--- config.mk ---
export PLATFORM = sky130hd
export DESIGN_NAME = joint_target_servo_stepper_unit
export DESIGN_NICKNAME = d
export VERILOG_FILES = /design/src/sv/jtss_pkg.sv /design/src/sv/jtss_front.sv /design/src/sv/jtss_back.sv /design/src/sv/joint_target_servo_stepper_unit.sv
export SDC_FILE = /design/constraint.sdc
export NUM_CORES = 2
export LEC_CHECK = 0
export BUFFER_PORTS_ARGS = -buffer_cell sky130_fd_sc_hd__buf_4
export CAP_MARGIN = 25
export CORE_ASPECT_RATIO = 1.25
export CORE_MARGIN = 2
export CORE_UTILIZATION = 51
export CTS_CLUSTER_SIZE = 25
export DETAILED_ROUTE_END_ITERATION = 16
export PLACE_DENSITY = 0.67
export SLEW_MARGIN = 20
export SYNTH_ARGS = -nofsm -noshare
export SYNTH_HDL_FRONTEND = slang
export SYNTH_SLANG_ARGS = --single-unit
--- constraint.sdc ---
create_clock -name clk -period 23.3 [get_ports clk]
set_clock_uncertainty 0.2 [all_clocks]
set_input_delay 3.495 -clock clk [delete_from_list [all_inputs] [get_ports clk]]
set_output_delay 3.495 -clock clk [all_outputs]
set_load 0.01 [all_outputs]
--- src/sv/jtss_pkg.sv ---
`timescale 1ns / 1ps
package jtss_pkg;

  // Joint count and the widths that follow from it
  localparam int NUM_JOINTS = 8;
  localparam int JIDX_W     = (NUM_JOINTS > 1) ? $clog2(NUM_JOINTS) : 1;
  localparam int CNT_W      = $clog2(NUM_JOINTS + 1);

  // Field widths
  localparam int KIND_W  = 2;
  localparam int JOINT_W = 4;
  localparam int ANGLE_W = 24;
  localparam int SUM_W   = ANGLE_W + 1;
  localparam int GAIN_W  = 16;
  localparam int STEP_W  = 18;
  localparam int FRAC_W  = 16;
  localparam int PROD_W  = SUM_W + GAIN_W + 1;
  localparam int WORK_W  = SUM_W + 2;

  // Command queue between front and back
  localparam int QUEUE_DEPTH = 2;
  localparam int QPTR_W      = (QUEUE_DEPTH > 1) ? $clog2(QUEUE_DEPTH) : 1;
  localparam int QCNT_W      = $clog2(QUEUE_DEPTH + 1);

  // Configuration port
  localparam int ADDR_W = 4;
  localparam int DATA_W = 32;
  localparam logic [1:0] REG_GAIN     = 2'd0;
  localparam logic [1:0] REG_MAX_STEP = 2'd1;
  localparam logic [1:0] REG_MIN_STEP = 2'd2;

  localparam logic [GAIN_W-1:0] GAIN_RESET     = 16'd13107;
  localparam logic [STEP_W-1:0] MAX_STEP_RESET = 18'd16471;
  localparam logic [STEP_W-1:0] MIN_STEP_RESET = 18'd1647;

  typedef enum logic [KIND_W-1:0] {
    KIND_TICK = 2'd0,
    KIND_SET  = 2'd1,
    KIND_ADD  = 2'd2,
    KIND_LOAD = 2'd3
  } kind_t;

  typedef enum logic [1:0] {
    B_IDLE,
    B_CMD,
    B_TICK
  } back_state_t;

  // One queued word, already classified
  typedef struct packed {
    kind_t                     kind;
    logic [JOINT_W-1:0]        joint;
    logic                      joint_ok;
    logic signed [ANGLE_W-1:0] angle_value;
    logic signed [ANGLE_W-1:0] upper_bound;
  } item_t;

  typedef struct packed {
    logic [GAIN_W-1:0] gain;
    logic [STEP_W-1:0] max_step;
    logic [STEP_W-1:0] min_step;
  } cfg_t;

endpackage

--- src/sv/jtss_front.sv ---
`timescale 1ns / 1ps
`default_nettype none
module jtss_front (
  input  wire logic                              clk,
  input  wire logic                              rst,
  input  wire logic                              start,
  output logic                                   busy,
  input  wire logic [jtss_pkg::KIND_W-1:0]       kind,
  input  wire logic [jtss_pkg::JOINT_W-1:0]      joint,
  input  wire logic signed [jtss_pkg::ANGLE_W-1:0] angle_value,
  input  wire logic signed [jtss_pkg::ANGLE_W-1:0] upper_bound,
  output jtss_pkg::item_t                        head,
  output logic                                   head_valid,
  input  wire logic                              pop
);

  jtss_pkg::item_t                    queue_mem [jtss_pkg::QUEUE_DEPTH];
  logic [jtss_pkg::QPTR_W-1:0]        wr_ptr;
  logic [jtss_pkg::QPTR_W-1:0]        rd_ptr;
  logic [jtss_pkg::QCNT_W-1:0]        count;
  logic                               push;
  jtss_pkg::item_t                    item_in;

  assign busy       = (count == jtss_pkg::QCNT_W'(jtss_pkg::QUEUE_DEPTH));
  assign push       = start && !busy;
  assign head_valid = (count != '0);
  assign head       = queue_mem[rd_ptr];

  // Classify the incoming word: kind decode and joint range check
  always_comb begin
    item_in.kind        = jtss_pkg::kind_t'(kind);
    item_in.joint       = joint;
    item_in.joint_ok    = ({1'b0, joint} < (jtss_pkg::JOINT_W + 1)'(jtss_pkg::NUM_JOINTS));
    item_in.angle_value = angle_value;
    item_in.upper_bound = upper_bound;
  end

  // Queue storage
  always_ff @(posedge clk) begin
    if (push) begin
      queue_mem[wr_ptr] <= item_in;
    end
  end

  // Queue pointers and fill count
  always_ff @(posedge clk) begin
    if (rst) begin
      wr_ptr <= '0;
      rd_ptr <= '0;
      count  <= '0;
    end else begin
      if (push) begin
        wr_ptr <= (wr_ptr == jtss_pkg::QPTR_W'(jtss_pkg::QUEUE_DEPTH - 1)) ? '0 : wr_ptr + 1'b1;
      end
      if (pop) begin
        rd_ptr <= (rd_ptr == jtss_pkg::QPTR_W'(jtss_pkg::QUEUE_DEPTH - 1)) ? '0 : rd_ptr + 1'b1;
      end
      if (push && !pop) begin
        count <= count + 1'b1;
      end else if (pop && !push) begin
        count <= count - 1'b1;
      end
    end
  end

`ifndef ASSERT_OFF
  // Back end never pops an empty queue
  a_pop_nonempty: assert property (@(posedge clk) disable iff (rst) pop |-> head_valid)
    else $error("pop from empty queue");
  // Fill count tracks push and pop
  a_count_track: assert property (@(posedge clk) disable iff (rst)
    (push && !pop) |=> count == $past(count) + 1'b1)
    else $error("queue count lost a push");
  a_count_bound: assert property (@(posedge clk) disable iff (rst)
    count <= jtss_pkg::QCNT_W'(jtss_pkg::QUEUE_DEPTH))
    else $error("queue overfilled");
`endif

endmodule
`default_nettype wire

--- src/sv/jtss_back.sv ---
`timescale 1ns / 1ps
`default_nettype none
module jtss_back (
  input  wire logic                               clk,
  input  wire logic                               rst,
  input  wire jtss_pkg::cfg_t                     cfg,
  input  wire jtss_pkg::item_t                    head,
  input  wire logic                               head_valid,
  output logic                                    pop,
  output logic                                    strobe,
  output logic [jtss_pkg::JOINT_W-1:0]            joint_out,
  output logic signed [jtss_pkg::ANGLE_W-1:0]     angle_out,
  output logic                                    moving,
  output logic                                    ok,
  output logic                                    last
);

  localparam int AW = jtss_pkg::ANGLE_W;
  localparam int SW = jtss_pkg::SUM_W;
  localparam int WW = jtss_pkg::WORK_W;
  localparam int PW = jtss_pkg::PROD_W;
  localparam int JW = jtss_pkg::JIDX_W;
  localparam int CW = jtss_pkg::CNT_W;
  localparam int NJ = jtss_pkg::NUM_JOINTS;

  // Joint state
  logic signed [AW-1:0] target_angle  [NJ];
  logic signed [AW-1:0] current_angle [NJ];
  logic signed [AW-1:0] lower_limit   [NJ];
  logic signed [AW-1:0] upper_limit   [NJ];
  logic [NJ-1:0]        active_mask;

  jtss_pkg::back_state_t state, state_next;
  jtss_pkg::item_t       cur;

  // Tick pipeline: issue, multiply, update
  logic [CW-1:0]        iss;
  logic                 issue;
  logic [JW-1:0]        iss_idx;
  logic                 a_valid, b_valid;
  logic [JW-1:0]        a_idx, b_idx;
  logic                 a_act, b_act;
  logic signed [SW-1:0] a_dist, b_dist;
  logic signed [AW-1:0] a_cur, b_cur, a_tgt, b_tgt;
  logic signed [PW-1:0] b_prod;
  logic signed [PW-1:0] mul_a, mul_b;
  logic                 tick_done;

  // Update stage terms
  logic signed [WW-1:0] st_raw, d_w, mx_w, mn_w, abs_d, abs_s, st_sel, sum_w, rem_w, abs_r;
  logic signed [AW-1:0] upd_cur;
  logic                 upd_act;

  // Command stage terms
  logic [JW-1:0]        c_idx;
  logic signed [SW-1:0] c_val, c_up, c_lo;
  logic signed [AW-1:0] c_tgt;

  assign iss_idx   = iss[JW-1:0];
  assign issue     = (state == jtss_pkg::B_TICK) && (iss < CW'(NJ));
  assign tick_done = b_valid && (b_idx == JW'(NJ - 1));
  assign c_idx     = cur.joint[JW-1:0];

  // Sequencer
  always_ff @(posedge clk) begin
    if (rst) begin
      state <= jtss_pkg::B_IDLE;
    end else begin
      state <= state_next;
    end
  end

  always_comb begin
    state_next = state;
    pop        = 1'b0;
    unique case (state)
      jtss_pkg::B_IDLE: begin
        if (head_valid) begin
          pop        = 1'b1;
          state_next = (head.kind == jtss_pkg::KIND_TICK) ? jtss_pkg::B_TICK : jtss_pkg::B_CMD;
        end
      end
      jtss_pkg::B_CMD: begin
        state_next = jtss_pkg::B_IDLE;
      end
      jtss_pkg::B_TICK: begin
        if (tick_done) begin
          state_next = jtss_pkg::B_IDLE;
        end
      end
      default: begin
        state_next = jtss_pkg::B_IDLE;
      end
    endcase
  end

  // Word latch and issue counter
  always_ff @(posedge clk) begin
    if (pop) begin
      cur <= head;
    end
  end

  always_ff @(posedge clk) begin
    if (rst) begin
      iss     <= '0;
      a_valid <= 1'b0;
      b_valid <= 1'b0;
    end else begin
      if (pop) begin
        iss <= '0;
      end else if (issue) begin
        iss <= iss + 1'b1;
      end
      a_valid <= issue;
      b_valid <= a_valid;
    end
  end

  // Issue stage: read joint, form distance
  always_ff @(posedge clk) begin
    if (issue) begin
      a_idx  <= iss_idx;
      a_act  <= active_mask[iss_idx];
      a_cur  <= current_angle[iss_idx];
      a_tgt  <= target_angle[iss_idx];
      a_dist <= SW'(target_angle[iss_idx]) - SW'(current_angle[iss_idx]);
    end
  end

  // Multiply stage: distance times gain
  assign mul_a = PW'(a_dist);
  assign mul_b = PW'($signed({1'b0, cfg.gain}));

  always_ff @(posedge clk) begin
    if (a_valid) begin
      b_idx  <= a_idx;
      b_act  <= a_act;
      b_cur  <= a_cur;
      b_tgt  <= a_tgt;
      b_dist <= a_dist;
      b_prod <= mul_a * mul_b;
    end
  end

  // Update stage: floor, limit, raise or snap, then done check
  always_comb begin
    st_raw = WW'(b_prod >>> jtss_pkg::FRAC_W);
    d_w    = WW'(b_dist);
    mx_w   = WW'($signed({1'b0, cfg.max_step}));
    mn_w   = WW'($signed({1'b0, cfg.min_step}));
    abs_d  = (d_w < 0) ? -d_w : d_w;
    abs_s  = (st_raw < 0) ? -st_raw : st_raw;
    if (st_raw > mx_w) begin
      st_sel = mx_w;
    end else if (st_raw < -mx_w) begin
      st_sel = -mx_w;
    end else if ((abs_s < mn_w) && (abs_d > mn_w)) begin
      st_sel = (d_w > 0) ? mn_w : -mn_w;
    end else if (abs_d <= mn_w) begin
      st_sel = d_w;
    end else begin
      st_sel = st_raw;
    end
    sum_w   = WW'(b_cur) + st_sel;
    upd_cur = b_act ? sum_w[AW-1:0] : b_cur;
    rem_w   = WW'(b_tgt) - WW'(upd_cur);
    abs_r   = (rem_w < 0) ? -rem_w : rem_w;
    upd_act = b_act && (abs_r > mn_w);
  end

  // Set and add: clamp into limits, upper first
  always_comb begin
    c_up = SW'(upper_limit[c_idx]);
    c_lo = SW'(lower_limit[c_idx]);
    if (cur.kind == jtss_pkg::KIND_ADD) begin
      c_val = SW'(target_angle[c_idx]) + SW'(cur.angle_value);
    end else begin
      c_val = SW'(cur.angle_value);
    end
    if (c_val > c_up) begin
      c_tgt = c_up[AW-1:0];
    end else if (c_val < c_lo) begin
      c_tgt = c_lo[AW-1:0];
    end else begin
      c_tgt = c_val[AW-1:0];
    end
  end

  // Joint state writes
  always_ff @(posedge clk) begin
    if (rst) begin
      for (int i = 0; i < NJ; i++) begin
        target_angle[i]  <= '0;
        current_angle[i] <= '0;
        lower_limit[i]   <= '0;
        upper_limit[i]   <= '0;
      end
      active_mask <= '0;
    end else begin
      if (b_valid) begin
        current_angle[b_idx] <= upd_cur;
        active_mask[b_idx]   <= upd_act;
      end
      if ((state == jtss_pkg::B_CMD) && cur.joint_ok) begin
        case (cur.kind)
          jtss_pkg::KIND_SET, jtss_pkg::KIND_ADD: begin
            target_angle[c_idx] <= c_tgt;
            active_mask[c_idx]  <= 1'b1;
          end
          jtss_pkg::KIND_LOAD: begin
            lower_limit[c_idx] <= cur.angle_value;
            upper_limit[c_idx] <= cur.upper_bound;
          end
          default: begin
          end
        endcase
      end
    end
  end

  // Result register
  always_ff @(posedge clk) begin
    if (rst) begin
      strobe <= 1'b0;
    end else begin
      strobe <= b_valid || (state == jtss_pkg::B_CMD);
    end
  end

  always_ff @(posedge clk) begin
    if (b_valid) begin
      joint_out <= jtss_pkg::JOINT_W'(b_idx);
      angle_out <= upd_cur;
      moving    <= upd_act;
      ok        <= 1'b1;
      last      <= tick_done;
    end else if (state == jtss_pkg::B_CMD) begin
      joint_out <= cur.joint;
      ok        <= cur.joint_ok;
      last      <= 1'b1;
      if (!cur.joint_ok) begin
        angle_out <= '0;
        moving    <= 1'b0;
      end else if (cur.kind == jtss_pkg::KIND_LOAD) begin
        angle_out <= target_angle[c_idx];
        moving    <= active_mask[c_idx];
      end else begin
        angle_out <= c_tgt;
        moving    <= 1'b1;
      end
    end
  end

`ifndef ASSERT_OFF
  // Final word of an item leaves the back end idle
  a_last_idle: assert property (@(posedge clk) disable iff (rst)
    (strobe && last) |-> state == jtss_pkg::B_IDLE)
    else $error("last word while back end still busy");
  // A tick reports its joints on consecutive cycles
  a_tick_burst: assert property (@(posedge clk) disable iff (rst)
    (strobe && !last) |=> strobe)
    else $error("gap inside tick burst");
  // A rejected joint reports nothing but its index
  a_bad_joint: assert property (@(posedge clk) disable iff (rst)
    (strobe && !ok) |-> (!moving && angle_out == '0 && last))
    else $error("bad joint word carries data");
  // Pipeline never updates a joint beyond the last
  a_idx_range: assert property (@(posedge clk) disable iff (rst)
    b_valid |-> (CW'(b_idx) < CW'(NJ)))
    else $error("tick index out of range");
`endif

endmodule
`default_nettype wire

--- src/sv/joint_target_servo_stepper_unit.sv ---
`timescale 1ns / 1ps
`default_nettype none
// Channel   Handshake                      Payload
// command   start in, busy out            kind, joint, angle_value, upper_bound
// result    strobe out, one per word       joint_out, angle_out, moving, ok, last
// config    psel/penable/pwrite, pready=1 paddr, pwdata, prdata
//
// Set, add and load: the word passes the queue, the back end's idle and command
// states and the result register. Tick: one result word per cycle, from the shared
// issue/multiply/update pipeline walking the joints, after the queue.
// A two-word queue parts front and back; busy is high only while it is full.
// Synchronous reset clears all joint state and the registers to their defaults.
// The receiver cannot stall; each result word is shown for exactly one cycle.
module joint_target_servo_stepper_unit (
  input  wire logic                                clk,
  input  wire logic                                rst,
  input  wire logic                                start,
  output logic                                     busy,
  input  wire logic [jtss_pkg::KIND_W-1:0]         kind,
  input  wire logic [jtss_pkg::JOINT_W-1:0]        joint,
  input  wire logic signed [jtss_pkg::ANGLE_W-1:0] angle_value,
  input  wire logic signed [jtss_pkg::ANGLE_W-1:0] upper_bound,
  output logic                                     strobe,
  output logic [jtss_pkg::JOINT_W-1:0]             joint_out,
  output logic signed [jtss_pkg::ANGLE_W-1:0]      angle_out,
  output logic                                     moving,
  output logic                                     ok,
  output logic                                     last,
  input  wire logic                                psel,
  input  wire logic                                penable,
  input  wire logic                                pwrite,
  input  wire logic [jtss_pkg::ADDR_W-1:0]         paddr,
  input  wire logic [jtss_pkg::DATA_W-1:0]         pwdata,
  output logic [jtss_pkg::DATA_W-1:0]              prdata,
  output logic                                     pready
);

  jtss_pkg::cfg_t  cfg;
  jtss_pkg::item_t head;
  logic            head_valid;
  logic            pop;
  logic            wr_en;
  logic [1:0]      reg_idx;

  assign pready  = 1'b1;
  assign wr_en   = psel && penable && pwrite && pready;
  assign reg_idx = paddr[3:2];

  // Register writes
  always_ff @(posedge clk) begin
    if (rst) begin
      cfg.gain     <= jtss_pkg::GAIN_RESET;
      cfg.max_step <= jtss_pkg::MAX_STEP_RESET;
      cfg.min_step <= jtss_pkg::MIN_STEP_RESET;
    end else if (wr_en) begin
      unique case (reg_idx)
        jtss_pkg::REG_GAIN:     cfg.gain     <= pwdata[jtss_pkg::GAIN_W-1:0];
        jtss_pkg::REG_MAX_STEP: cfg.max_step <= pwdata[jtss_pkg::STEP_W-1:0];
        jtss_pkg::REG_MIN_STEP: cfg.min_step <= pwdata[jtss_pkg::STEP_W-1:0];
        default: begin
        end
      endcase
    end
  end

  // Register reads
  always_comb begin
    unique case (reg_idx)
      jtss_pkg::REG_GAIN:     prdata = jtss_pkg::DATA_W'(cfg.gain);
      jtss_pkg::REG_MAX_STEP: prdata = jtss_pkg::DATA_W'(cfg.max_step);
      jtss_pkg::REG_MIN_STEP: prdata = jtss_pkg::DATA_W'(cfg.min_step);
      default:                prdata = '0;
    endcase
  end

  jtss_front u_front (
    .clk         (clk),
    .rst         (rst),
    .start       (start),
    .busy        (busy),
    .kind        (kind),
    .joint       (joint),
    .angle_value (angle_value),
    .upper_bound (upper_bound),
    .head        (head),
    .head_valid  (head_valid),
    .pop         (pop)
  );

  jtss_back u_back (
    .clk        (clk),
    .rst        (rst),
    .cfg        (cfg),
    .head       (head),
    .head_valid (head_valid),
    .pop        (pop),
    .strobe     (strobe),
    .joint_out  (joint_out),
    .angle_out  (angle_out),
    .moving     (moving),
    .ok         (ok),
    .last       (last)
  );

endmodule
`default_nettype wire
; Word-level counts from Yosys, hierarchy flattened
; Memory sizes are Yosys's and may differ from the RTL's. A register that Yosys moved wholly into a read port is not among the register bits.
; Cells that the tools add are included.
; Widths: inputs -> output; s select.
[totals]
word_cells = 201
mem_count = 5
output_inout_bits = 66
ramBits = 878
register_bits = 355
in_bits = 96
[memory_table]
columns = name, depth, word_bits, rd, rd_ports_with_merged_regs, write_ports, line
row1 = u_back.current_angle, 8, 24, 1, 1, 8, jtss_back.sv:28  ; logic signed [AW-1:0] current_angle [NJ];
row2 = u_back.lower_limit, 8, 24, 1, 1, 8, jtss_back.sv:29  ; logic signed [AW-1:0] lower_limit [NJ];
row3 = u_back.target_angle, 8, 24, 2, 2, 8, jtss_back.sv:27  ; logic signed [AW-1:0] target_angle [NJ];
row4 = u_back.upper_limit, 8, 24, 1, 1, 8, jtss_back.sv:30  ; logic signed [AW-1:0] upper_limit [NJ];
row5 = u_front.queue_mem, 2, 55, 1, 1, 1, jtss_front.sv:17  ; jtss_pkg::item_t queue_mem [jtss_pkg::QUEUE_DEPTH];
[classes]
n_reduce_logical = 32
magnitude_cmp = 19
eq_ne = 11
mul = 1
n_bitwise = 1
n_addsub = 14
n_mux = 84
[ops]
columns = op, count
row1 = $mux 24, 16
row2 = $reduce_or 24->1, 4
row3 = $mux 27, 3
row4 = $gt 27x19->1, 2
row5 = $neg 25->27, 2
row6 = $pmux 18 s3, 1
row7 = $lt 25x1->1 const B, 2
row8 = $sub 24x24->25, 2
row9 = $mul 25x17->42, 1
row10 = $mux 3, 13
row11 = $mux 1, 35
row12 = $mux 8, 4
row13 = $le 27x19->1, 1
row14 = $lt 26x27->1, 1
row15 = $lt 27x19->1, 1
row16 = $neg 18->27, 1
row17 = $neg 26->27, 1
row18 = $gt 26x19->1, 1
row19 = $lt 26x1->1 const B, 1
row20 = $add 24x24->25, 1
row21 = $gt 25x1->1 const B, 1
row22 = $gt 25x24->1, 1
row23 = $lt 25x24->1, 1
row24 = $mux 25, 1
row25 = 27 further kinds, 65

; Longest topological paths before layout
[logic_depth]
depth_word = 20
depth_mapped = 64
ltp_nobuf = 62

; By module
; Synthesis repeated with hierarchy kept, for this count alone.
[unflattened]
hier_cells = 6263
area_unflattened_um2 = 76364.5
[by_module_without_submodules]
columns = module, seq_area_each_um2, cells_per_inst, instances, area_per_inst_um2
row1 = jtss_back, 31490.2, 5786, 1, 69574.2
row2 = jtss_front, 3403.3, 197, 1, 4187.8
row3 = joint_target_servo_stepper_unit, 1041.0, 280, 1, 2602.5

; Least setup slack after synthesis
; No wires, ideal clock.
[synth_timing]
kind = flip-flop to flip-flop
start = reg, netlist name cfg[18]
end = reg u_back.moving, data pin
arrival_time_ns = 11.586
path_buffers = 3
period_less_slack_ns = 12.059
path_slack_ns = 11.241
setup_ns = 0.272
t_required_ns = 22.828
stages_incl_launch_ff = 60
cell_sequence = dfxtp_1 -> nor3_1 -> nand3_1 -> or3_1 -> or3_1 -> or3_1 -> or3_1 -> clkbuf_1 -> xnor2_1 -> ha_1 -> a21o_1 -> a21o_1 -> a21oi_1 -> nor2b_1 -> o21ai_0 -> nand2b_1 -> a21oi_1 -> o21ai_0 -> [24 not listed] -> clkbuf_1 -> o21ai_0 -> ha_1 -> nor2b_1 -> o21a_1 -> o21a_1 -> o21a_1 -> o21a_1 -> o21a_1 -> o21a_1 -> o21a_1 -> o21ai_0 -> nand2b_1 -> a21oi_1 -> o21a_1 -> o21ai_0 -> a211oi_4 -> a21boi_1
[synth_via]
elab_chain_len = 12
elab_cells_between_ends = 14
cone_classes = 4 x add/sub / 4 x order compare / 5 x mux / 1 x reduce/logical
[synth_rtl]
columns = item, line
row1 = $neg 18->27, jtss_back.sv:156  ; end else if (st_raw < -mx_w) begin
row2 = $lt 26x27->1, jtss_back.sv:156
row3 = $mux 24, jtss_back.sv:156
row4 = $mux 24 (*), jtss_back.sv:154  ; if (st_raw > mx_w) begin
row5 = $add 24x24->24 (*), jtss_back.sv:165  ; sum_w = WW'(b_cur) + st_sel;
row6 = $mux 24 (*), jtss_back.sv:166  ; upd_cur = b_act ? sum_w[AW-1:0] : b_cur;
row7 = $sub 24x24->25 (*), jtss_back.sv:167  ; rem_w = WW'(b_tgt) - WW'(upd_cur);
row8 = $neg 25->27 or $lt 25x1->1 (tied branches), jtss_back.sv:168  ; abs_r = (rem_w < 0) ? -rem_w : rem_w;
row9 = $mux 27 (*), jtss_back.sv:168
row10 = $gt 27x19->1 (*), jtss_back.sv:169  ; upd_act = b_act && (abs_r > mn_w);
row11 = $logic_and 1x1->1 (*), jtss_back.sv:169
row12 = $mux 1 (*), jtss_back.sv:232  ; if (b_valid) begin
row13 = "end signal, assigned", jtss_back.sv:235  ; moving <= upd_act;
row14 = "end signal, assigned", jtss_back.sv:247  ; moving <= active_mask[c_idx];
row15 = "end, declared", jtss_back.sv:13  ; output logic moving,
; Every way passes the cells marked *; elsewhere a longest branch is shown, timed or not.
; A chain may end at the register's enable or synchronous reset.

; Final worst setup path
[layout_timing]
start = reg, netlist name cfg[18]
end = reg u_back.moving, data pin
[layout_via]
elab_chain_len = 12
elab_cells_between_ends = 14
cone_classes = 4 x add/sub / 4 x order compare / 5 x mux / 1 x reduce/logical
[layout_rtl]
columns = item, line
row1 = $neg 18->27, jtss_back.sv:156
row2 = $lt 26x27->1, jtss_back.sv:156
row3 = $mux 24, jtss_back.sv:156
row4 = $mux 24 (*), jtss_back.sv:154
row5 = $add 24x24->24 (*), jtss_back.sv:165
row6 = $mux 24 (*), jtss_back.sv:166
row7 = $sub 24x24->25 (*), jtss_back.sv:167
row8 = $neg 25->27 or $lt 25x1->1 (tied branches), jtss_back.sv:168
row9 = $mux 27 (*), jtss_back.sv:168
row10 = $gt 27x19->1 (*), jtss_back.sv:169
row11 = $logic_and 1x1->1 (*), jtss_back.sv:169
row12 = $mux 1 (*), jtss_back.sv:232
; Marks and branches as above.

==> impl_results.html <==
<table>
<tr><th>Metric</th><th>Value</th></tr>
<tr><th colspan="2">Status</th></tr>
<tr><td>Outcome</td><td>finished clean</td></tr>
<tr><th colspan="2">Synthesis</th></tr>
<tr><td>Total of flip-flops plus latches after synthesis</td><td>around 1.2k</td></tr>
<tr><td>Register area share after synthesis</td><td>between 40% and 50%</td></tr>
<tr><td>Async S/R FF share, synth</td><td>0%</td></tr>
<tr><td>Number of flops mapped to enable cells by yosys</td><td>between 1k and 1.5k</td></tr>
<tr><td>Predominant post-synthesis flop cell</td><td>sky130_fd_sc_hd__edfxtp_1</td></tr>
<tr><td>Yosys warning count</td><td>0</td></tr>
<tr><td>Combined area of all synthesized cells</td><td>0.0771 mm²</td></tr>
<tr><td>Area share of the largest cell type after synthesis</td><td>between 40% and 50%</td></tr>
<tr><td>Synth area leaders</td><td>sky130_fd_sc_hd__edfxtp_1 (44%), sky130_fd_sc_hd__fa_1 (10%), sky130_fd_sc_hd__mux4_2 (7.1%)</td></tr>
<tr><td>Syn avg cell area</td><td>between 10 and 15 µm²</td></tr>
<tr><td>Cell type contributing the most total cell area after synthesis</td><td>sky130_fd_sc_hd__edfxtp_1</td></tr>
<tr><td>Cell count after synthesis</td><td>roughly 6.4k</td></tr>
<tr><td>Count of different cell masters after synthesis</td><td>roughly 110</td></tr>
<tr><th colspan="2">Finish</th></tr>
<tr><td>Commonest cells after routing, fill and taps aside</td><td>sky130_fd_sc_hd__edfxtp_1 (1,142), sky130_fd_sc_hd__and2_1 (575), sky130_fd_sc_hd__nor2_1 (566)</td></tr>
<tr><td>Ratio of cells with drive above 1 in the final layout</td><td>between 10 and 15%</td></tr>
<tr><td>Final Non-Filler Cells</td><td>between 8k and 9k</td></tr>
<tr><td>Leading cell type in the layout, fill and taps excluded</td><td>sky130_fd_sc_hd__edfxtp_1</td></tr>
<tr><td>Net count reported at finish</td><td>7,279</td></tr>
<tr><td>Area added between synthesis and finish</td><td>9.39%</td></tr>
<tr><th colspan="2">Floorplan</th></tr>
<tr><td>Core area</td><td>approximately 0.15 mm²</td></tr>
<tr><td>Starting density of the core</td><td>approximately half</td></tr>
<tr><td>Width of the die</td><td>~350 µm</td></tr>
<tr><td>Die Footprint</td><td>0.154 mm²</td></tr>
<tr><td>Number of primary I/O pins</td><td>about 160</td></tr>
<tr><td>Overall die height</td><td>439 µm</td></tr>
<tr><td>Row Count</td><td>about 160</td></tr>
<tr><th colspan="2">CTS</th></tr>
<tr><td>Deepest level of the CTS H-tree</td><td>3</td></tr>
<tr><td>Clk_lat worst skew</td><td>0.78 ns</td></tr>
<tr><td>CTS root buffer</td><td>sky130_fd_sc_hd__clkbuf_16</td></tr>
<tr><td>Clock tree from TritonCTS</td><td>built</td></tr>
<tr><td>Clock-pin transition on the worst setup and hold timing paths</td><td>about 0.060 ns</td></tr>
<tr><td>CTS hold repair buffers</td><td>0</td></tr>
<tr><td>Clk sinks</td><td>1,224</td></tr>
<tr><td>Buffers inserted during post-CTS setup optimization</td><td>0</td></tr>
<tr><td>Number of cells upsized or downsized after cts</td><td>0</td></tr>
<tr><td>Clk buf depth</td><td>3</td></tr>
<tr><td>Cts bufs inserted</td><td>121</td></tr>
<tr><th colspan="2">STA</th></tr>
<tr><td>Fin. Hold Viols</td><td>0</td></tr>
<tr><td>Number of pins with negative max-slew slack in the final report</td><td>0</td></tr>
<tr><td>Unrepaired setup endpoints after global routing</td><td>no</td></tr>
<tr><td>Final critical delay including setup and external delays</td><td>~15 ns</td></tr>
<tr><td>Post-Route Setup TNS</td><td>0 ns</td></tr>
<tr><td>Final period util</td><td>around 65%</td></tr>
<tr><td>Headroom to the max-slew limit</td><td>roughly a quarter</td></tr>
<tr><td>Achievable clock frequency</td><td>between 60 and 70 MHz</td></tr>
<tr><td>Number of endpoints failing setup at the final stage</td><td>0</td></tr>
<tr><td>Least-Margin Pin Slew</td><td>between 1 and 1.5 ns</td></tr>
<tr><th colspan="2">Critical path</th></tr>
<tr><td>Maximum single-stage delay on the critical path</td><td>about 0.62 ns</td></tr>
<tr><td>Critical path capture point</td><td>u_back.moving$_DFFE_PP_</td></tr>
<tr><td>Critical Path End Type</td><td>flop</td></tr>
<tr><td>Reg-to-reg endpoint</td><td>u_back.moving$_DFFE_PP_</td></tr>
<tr><td>Kind of start point of the critical path</td><td>flop</td></tr>
<tr><td>Arrival time of the worst setup path</td><td>roughly 15 ns</td></tr>
<tr><td>Dominant cell type by count on the critical path</td><td>sky130_fd_sc_hd__o21a_1</td></tr>
<tr><td>Worst path slowest cell</td><td>sky130_fd_sc_hd__a211oi_4</td></tr>
<tr><td>Reg2reg path depth</td><td>57</td></tr>
<tr><td>Worst Setup SP</td><td>cfg[18]$_SDFFE_PP1P_</td></tr>
<tr><td>Worst path required time</td><td>between 20 and 25 ns</td></tr>
<tr><td>Kind of critical path</td><td>reg -&gt; reg</td></tr>
<tr><td>Startpoint of the worst-slack reg-to-reg timing path</td><td>cfg[18]$_SDFFE_PP1P_</td></tr>
<tr><td>Setup slack of the most critical reg-to-reg path</td><td>just over 8 ns</td></tr>
<tr><td>CP max FO</td><td>16</td></tr>
<tr><th colspan="2">GRT</th></tr>
<tr><td>Wire length of the first global-routing pass</td><td>~320,000 µm</td></tr>
<tr><td>Number of global-route vias before repair</td><td>53.0k</td></tr>
<tr><td>Number of antenna violations at the first check in global routing</td><td>2</td></tr>
<tr><td>Global route total overflow</td><td>0</td></tr>
<tr><td>Maximum number of pins on one net before global-route repair</td><td>81</td></tr>
<tr><td>Total Routing Usage GR</td><td>between 20 and 30%</td></tr>
<tr><th colspan="2">Detailed routing</th></tr>
<tr><td>Number of violations reported at the end of detailed-routing iteration 0</td><td>between 3k and 4k</td></tr>
<tr><td>Pre-antenna DRT Iters</td><td>5</td></tr>
<tr><td>DRC violation count after routing</td><td>0</td></tr>
<tr><td>Wirelength per Cell</td><td>around 25 µm</td></tr>
<tr><td>DRT Wirelength</td><td>approximately 220,000 µm</td></tr>
<tr><td>Vias per std cell</td><td>between 5 and 6</td></tr>
<tr><td>Post-DRT Antenna Nets</td><td>0</td></tr>
<tr><td>Detailed-route via count</td><td>a little over 50k</td></tr>
<tr><th colspan="2">Place</th></tr>
<tr><td>Half-perimeter wire length after placement</td><td>around 150,000 µm</td></tr>
<tr><td>Number of buffers inserted by port buffering</td><td>130</td></tr>
<tr><td>RePlAce Congestion</td><td>between 0.9 and 1</td></tr>
<tr><td>Number of cells in the design after placement</td><td>8,333</td></tr>
<tr><th colspan="2">Worst hold path</th></tr>
<tr><td>Hold Path Class</td><td>reg -&gt; reg</td></tr>
<tr><th colspan="2">Job</th></tr>
<tr><td>Max-capacitance violation count</td><td>0</td></tr>
</table>
## routing by layer
layer,wire (µm),track usage (%),up-vias
met5,7,0,-
met4,13100,15.5,2
met3,13000,3.81,621
met2,115000,52.5,1804
met1,75400,31.2,25900
li1,-,-,22600
## stage by stage
| stage | hold slack [ns] | instance area [µm²] | setup slack, ns | utilization (%) |
|---|---|---|---|---|
| finish | 0.185 | 84300 | 8.06 | 56.1 |
| CTS | 0.188 | 84300 | 7.97 | 56.1 |
| global route | 0.199 | 84300 | 7.10 | 56.1 |
| global placement | 0.201 | 80300 | 8.01 | 53.4 |
| detailed placement | 0.205 | 80300 | 8.02 | 53.5 |
| floorplan | 0.200 | 77100 | 11.24 | - |
## layout make-up
cell class / count / area [µm²]
well taps: 2012 / 2520
fillers: 12500 / 65900
multi-input cells: 4301 / 37900
flip-flops and latches: 1224 / 36000
clock inverters: 77 / 836
diodes: 2 / 5.00
repair buffers: 244 / 1880
clock buffers: 146 / 3140
inverters: 556 / 2090
## cells by family (layout without fill, tap and decap cells)
logic type               count (synthesis)  count (layout)  synth area share (%)
AND/OR/NAND/NOR                       2065            2065                  13.2
flip-flops                            1224            1224                  46.6
buffers and inverters                  898            1023                  4.46
AO/OA/AOI/OAI                          792             792                  6.96
adder cells (fa/ha/maj)                744             744                  15.9
multiplexers                           502             502                  10.7
XOR/XNOR                               183             183                  2.15
other                                    2              17               0.00974
## how the worst min path moves through the flow
| stage | cells after the start | slack, ns | to | from |
|---|---|---|---|---|
| floorplan | 0 | 0.20 | u_back.b_act$_DFFE_PP_ | u_back.a_act$_DFFE_PP_ |
| global placement | 0 | 0.20 | u_back.b_cur[10]$_DFFE_PP_ | u_back.a_cur[10]$_DFFE_PP_ |
| detailed placement | 0 | 0.20 | u_back.b_cur[19]$_DFFE_PP_ | u_back.a_cur[19]$_DFFE_PP_ |
| CTS | 0 | 0.19 | u_back.b_tgt[23]$_DFFE_PP_ | u_back.a_tgt[23]$_DFFE_PP_ |
| global route | 0 | 0.20 | u_back.b_tgt[23]$_DFFE_PP_ | u_back.a_tgt[23]$_DFFE_PP_ |
| finish | 0 | 0.19 | u_back.b_tgt[23]$_DFFE_PP_ | u_back.a_tgt[23]$_DFFE_PP_ |
## cells in the mapped netlist, drive strengths merged (142+ instances only)
master	count
edfxtp	1142
clkbuf	291
mux4	244
nand2	508
and2	576
o21ai	189
nor2	575
a21oi	196
xnor2	152
inv	555
fa	393
ha	342
mux2	142
## sequential cells by signal (all words and copies together) (netlist names), 3 cells and up, named ones only
register / cells
u_back.target_angle: 192
u_back.iss: 4
u_back.angle_out: 24
u_back.a_cur: 24
u_back.b_tgt: 24
cfg: 52
u_front.queue_mem: 110
u_back.c_idx: 3
u_back.cur: 52
u_back.b_prod: 26
u_back.a_dist: 25
u_back.b_idx: 3
u_back.current_angle: 192
u_back.joint_out: 4
u_back.lower_limit: 192
u_back.active_mask: 8
u_back.a_tgt: 24
u_back.b_cur: 24
u_back.upper_limit: 192
u_back.a_idx: 3
u_back.b_dist: 25
## critical path: cells and delay by family (launching register included)
| family | cells | cell delay (ns) |
|---|---|---|
| AND/OR/NAND/NOR | 18 | 5.66 |
| XOR/XNOR | 1 | 0.21 |
| flip-flops | 1 | 0.35 |
| buffers and inverters | 2 | 0.35 |
| adder cells (fa/ha/maj) | 4 | 1.22 |
| AO/OA/AOI/OAI | 32 | 6.87 |
Power is not shown: default switching activity piles up to over one toggle a cycle in this logic, so the estimate is an artifact.
